==> src/rtl/srrw_pkg.sv <==
package srrw_pkg;

    // Map geometry: the map is spread over a ring of cells, one column per cell.
    localparam int SEGMENTS   = 1024;
    localparam int MAX_WINDOW = 32;
    localparam int CELLS      = MAX_WINDOW;
    localparam int ROWS       = SEGMENTS / CELLS;
    localparam int CELL_W     = $clog2(CELLS);
    localparam int ROW_W      = $clog2(ROWS);

    // Internal widths
    localparam int WIN_W = $clog2(MAX_WINDOW + 1);
    localparam int NB_W  = $clog2(SEGMENTS + 1);
    localparam int IDX_W = $clog2(SEGMENTS + 2 * MAX_WINDOW + 1);

    // Port field widths
    localparam int SEQ_W      = 10;
    localparam int WS_W       = 6;
    localparam int TS_W       = 11;
    localparam int NEXT_W     = 11;
    localparam int FREE_W     = 6;
    localparam int CFG_IDX_W  = 1;
    localparam int CFG_DATA_W = 11;

    // Configuration register indexes
    localparam logic [CFG_IDX_W-1:0] CFG_WINDOW_SIZE    = 1'd0;
    localparam logic [CFG_IDX_W-1:0] CFG_TOTAL_SEGMENTS = 1'd1;

    localparam int RESET_WINDOW     = 10;
    localparam int RESET_TOTAL      = 1024;
    localparam int RESET_WINDOW_EFF = (RESET_WINDOW > MAX_WINDOW) ? MAX_WINDOW : RESET_WINDOW;
    localparam int RESET_TOTAL_EFF  = (RESET_TOTAL > SEGMENTS) ? SEGMENTS : RESET_TOTAL;

    // Effective (clamped) configuration seen by every cell
    typedef struct packed {
        logic [WIN_W-1:0] win;
        logic [NB_W-1:0]  total;
    } cfg_t;

    // Write request into one column of the map
    typedef struct packed {
        logic             en;
        logic [ROW_W-1:0] row;
        logic             value;
    } wr_t;

    // Scan token travelling around the ring
    typedef struct packed {
        logic             valid;
        logic             done;
        logic             adv;
        logic [IDX_W-1:0] idx;
        logic [NB_W-1:0]  nbase;
        logic [WIN_W-1:0] n;
        logic [WIN_W-1:0] used;
    } tok_t;

endpackage

==> src/rtl/srrw_cell.sv <==
module srrw_cell (
    input  logic                            clk,
    input  logic                            rst_n,
    input  srrw_pkg::cfg_t                  cfg,
    input  srrw_pkg::wr_t                   wr,
    input  logic                            launch,
    input  srrw_pkg::tok_t                  launch_token,
    input  srrw_pkg::tok_t                  prev_token,
    output srrw_pkg::tok_t                  token
);

    logic           map_reg [srrw_pkg::ROWS];
    srrw_pkg::tok_t tok_reg;
    srrw_pkg::tok_t tok_next;
    srrw_pkg::tok_t cur;
    logic           bit_v;
    logic           in_rng;
    logic [srrw_pkg::WIN_W-1:0] cnt;
    logic [srrw_pkg::NB_W-1:0]  nb;

    always_ff @(posedge clk)
    begin
        if (wr.en)
        begin
            map_reg[wr.row] <= wr.value;
        end
    end

    always_comb
    begin
        cur      = launch ? launch_token : prev_token;
        bit_v    = map_reg[cur.idx[srrw_pkg::CELL_W +: srrw_pkg::ROW_W]];
        in_rng   = cur.idx < srrw_pkg::IDX_W'(cfg.total);
        cnt      = cur.adv ? '0 : cur.n;
        nb       = cur.adv ? srrw_pkg::NB_W'(cur.idx) : cur.nbase;
        tok_next = cur;
        if (!cur.valid || cur.done)
        begin
            // drop a finished token once it has been seen
            tok_next = '0;
        end
        else if (cur.adv && (cur.n < cfg.win) && in_rng && bit_v)
        begin
            tok_next.n   = cur.n + srrw_pkg::WIN_W'(1);
            tok_next.idx = cur.idx + srrw_pkg::IDX_W'(1);
        end
        else if ((cnt < cfg.win) && in_rng)
        begin
            tok_next.adv   = 1'b0;
            tok_next.nbase = nb;
            tok_next.n     = cnt + srrw_pkg::WIN_W'(1);
            tok_next.used  = cur.used + srrw_pkg::WIN_W'(bit_v);
            tok_next.idx   = cur.idx + srrw_pkg::IDX_W'(1);
        end
        else
        begin
            tok_next.adv   = 1'b0;
            tok_next.nbase = nb;
            tok_next.n     = cnt;
            tok_next.done  = 1'b1;
        end
    end

    always_ff @(posedge clk or negedge rst_n)
    begin
        if (!rst_n)
        begin
            tok_reg <= '0;
        end
        else
        begin
            tok_reg <= tok_next;
        end
    end

    assign token = tok_reg;

endmodule

==> config.mk <==
export PLATFORM = sky130hd
export DESIGN_NAME = srrw_cell
export DESIGN_NICKNAME = d
export VERILOG_FILES = /design/src/rtl/srrw_pkg.sv /design/src/rtl/srrw_cell.sv
export SDC_FILE = /design/constraint.sdc
export NUM_CORES = 1
export LEC_CHECK = 0
export BUFFER_PORTS_ARGS = -buffer_cell sky130_fd_sc_hd__buf_2
export CORE_ASPECT_RATIO = 1.25
export CORE_MARGIN = 2
export CORE_UTILIZATION = 45
export CTS_CLUSTER_DIAMETER = 60
export DETAILED_ROUTE_END_ITERATION = 12
export GPL_TIMING_DRIVEN = 0
export PLACE_DENSITY = 0.71
export SLEW_MARGIN = 20
export SYNTH_ARGS = -nofsm -noshare
export SYNTH_HDL_FRONTEND = slang
export SYNTH_SLANG_ARGS = --single-unit
export TNS_END_PERCENT = 20
==> constraint.sdc <==
create_clock -name clk -period 3.41 [get_ports clk]
set_clock_uncertainty 0.1 [all_clocks]
set_input_delay 0.341 -clock clk [delete_from_list [all_inputs] [get_ports clk]]
set_output_delay 0.341 -clock clk [all_outputs]
set_load 0.005 [all_outputs]
==> flow_summary.toml <==
[cts]
cts_hold_buf = 0
cts-root-buf = "clkbuf_16"
cts.clk_slew.worst_paths_ns = 0.06
clockBufferDepth = 2
cts_htree_levels = 3
cts_sinks = 69
cts_tree = "yes"
numCtsBuffers = 9
clk_latency_ns = 0.34

[finish]
final_nets = 728
syn_to_final_growth_pct = 27.74
finalInstanceArea_um2 = 5693
largest_reg_flops = 37
diodes = 0
drive_gt1_share_pct = 34.10

[power_and_ir_drop]
powerDensity_nw_per_um2 = 414.7
ir_worst_vdd_mv = 0.3252
power_mw = 2.361
leakage_nw = 2.704

[floorplanning]
start_util_pct = 46.38
row_count = 40
die_x_um = 93.01
pin_count = 138
dieArea_um2 = 10720
core_um2 = 9609
die_y_um = 115.3

[synthesis]
synth.net_count = 577
async_flop_share_pct = 53.62
ys_ff_latch = 69
synth-edff-count = 32
ys.flop_type = "dfrtp_1"
yosysSeqAreaShare_pct = 42.34
syn_inst = 451
synth_top_area_share_pct = 21.56
synth_cell_types = 62
yosysTopAreaCell = "edfxtp_1"
syn_avg_cell_area_um2 = 9.882
ys.warnings.count = 0
syn_area_um2 = 4457
yosys-top-cells-area = "edfxtp_1 (22%), dfrtp_1 (21%), ha_1 (7.0%)"

[critical_path]
crit_start = "launch"
critPathMaxFanout = 10
worstPathRequired_ns = 3.55
timing.rr.start = "map_reg[23]$_DFFE_PP_"
cp_data_arrival_time_ns = 3.44
rr_worst_depth = 10
reg2reg_slack_ns = 0.72
r2r-end = "token[21]$_DFF_PN0_"
cp-endpoint = "token[21]$_DFF_PN0_"
start_kind = "primary input"
critPathKind = "primary input to flop"
endpoint_kind = "flop"

[routing]
viasPerCell = 5.566
drc = 0
drtAntennaViolNets = 0
drt_iter0_markers = 185
first_pass_iters = 5
totalWireLength_um = 12130
wire_per_inst_um = 16.55
vias = 4080

[grt]
grt_pass1_vias = 3928
grt_max_degree = 38
antenna_found_initial = 0
grt_pass1_wl_um = 18750
grt_usage_pct = 22.78
grt_overflow = 0

[placed_design]
place_congestion = 0.9043
post_dp_cell_area_um2 = 5298
port_buffers = 136
post-place-ws_ns = -0.6684
hpwl_um = 9240

[timing]
hold_slack_ns = -0.01696
rsz0062_at_grt = "no"
fmax_mhz = 302.3
final-hold-violation-count = 37
fin_ws_ns = 0.1021
max_slew_margin_pct = 47.87
post-route-period-util_pct = 97.01
finalMaxSlewViolations = 0
setup-violations-final = 0
tightestPinTransition_ns = 0.7820
period_needed_ns = 3.308

[run_status]
status = "finished, violations left"
violations = "hold timing"

[min_path]
hold_class = "primary input to asynchronous set/reset pin"

[run]
maxCapViolCount = 0
metrics by stage:
step | std cells | utilization [%] | TNS (ns) | hold slack (ns)
floorplan | 451 | - | 0 | -0.05459
CTS | 733 | 58.78 | 0 | 0.01024
global placement | 713 | 55.13 | -18.36 | 0.3545
detailed placement | 713 | 55.13 | -20.44 | 0.3679
global route | 733 | 59.24 | 0 | 0.04264
finish | 733 | 59.24 | 0 | -0.01696
layout by cell type, fill, tap and decap left out, drive strengths merged, types with 6 or more instances in the layout:
| master | count |
|---|---|
| nor3 | 9 |
| a21o | 7 |
| inv | 31 |
| ha | 25 |
| mux2i | 26 |
| a211oi | 16 |
| mux2 | 13 |
| o211ai | 6 |
| buf | 152 |
| a32oi | 7 |
| a21oi | 23 |
| dfrtp | 37 |
| o21ai | 8 |
| nand3 | 7 |
| nor2 | 74 |
| clkinv | 6 |
| edfxtp | 32 |
| nand2b | 12 |
| clkbuf | 17 |
| nand2 | 25 |
| xnor2 | 7 |
| and3 | 7 |
cell usage after synthesis (5+ instances only):
cell type,instances
nor2_1,74
dfrtp_1,37
edfxtp_1,32
inv_1,30
ha_1,25
nand2_1,24
a21oi_1,23
mux2i_1,23
a211oi_1,14
mux2_2,13
nand2b_1,12
nor3_1,8
a21o_1,7
a32oi_1,7
and3_1,7
clkbuf_1,7
nand3_1,7
xnor2_1,7
o211ai_1,6
o21ai_0,6
buf_2,5
nand3b_1,5
worst min path at each step:
stage | start | to | slack [ns] | depth (start not counted)
after floorplan | rst_n | token[0]$_DFF_PN0_ | -0.05 | 0
after global placement | rst_n | token[22]$_DFF_PN0_ | 0.35 | 1
after detailed placement | rst_n | token[22]$_DFF_PN0_ | 0.37 | 1
after CTS | rst_n | token[22]$_DFF_PN0_ | 0.01 | 1
after global routing | rst_n | token[22]$_DFF_PN0_ | 0.04 | 1
final | rst_n | token[19]$_DFF_PN0_ | -0.02 | 1
kinds of logic after synthesis:
group                    count (synthesis)  share of synthesized area [%]
flip-flops                              69                          42.34
AND/OR/NAND/NOR                        161                          17.52
AO/OA/AOI/OAI                           96                          15.75
multiplexers                            42                          10.89
buffers and inverters                   51                          5.109
adder cells (fa/ha/maj)                 25                          7.019
XOR/XNOR                                 7                          1.376
worst max-delay path, stage by stage:
cell	delay, ns
buf_4	0.16
buf_8	0.17
buf_8	0.18
mux2_4	0.35
ha_1	0.30
a21o_1	0.16
a21o_1	0.17
a21oi_1	0.16
o211ai_1	0.16
a211o_1	0.28
a211o_4	0.33
nand2_2	0.15
buf_4	0.20
nor2_1	0.06
a211oi_1	0.24
power by group:
part	switching, mW	leakage, nW	internal, mW
Clock	0.351	0.143	0.531
Combinational	0.315	1.77	0.248
Sequential	0.00842	0.788	0.906
Total	0.675	2.70	1.69
what timing repair did:
action,4_1_cts,5_1_grt
pin swaps,3,2
setup buffers,4,0
endpoints found under the setup margin,35,25
resized for setup,9,9
layer usage:
metal	routed length (um)	vias up	track usage, %
met4	263	0	9.118
li1	-	1942	-
met5	0	-	0
met2	6277	170	41.84
met3	777	23	5.111
met1	4812	1945	25.50
area by class of cell:
type / count / area [um^2]
Fill cell: 834 / 3916
Multi-Input combinational cell: 331 / 2395
Sequential cell: 69 / 1887
Timing Repair Buffer: 140 / 710.7
Clock buffer: 10 / 250.2
Tap cell: 126 / 157.7
Buffer: 19 / 136.4
Inverter: 32 / 120.1
Clock inverter: 6 / 36.28
Note: power is estimated with default switching activity, not from simulation.
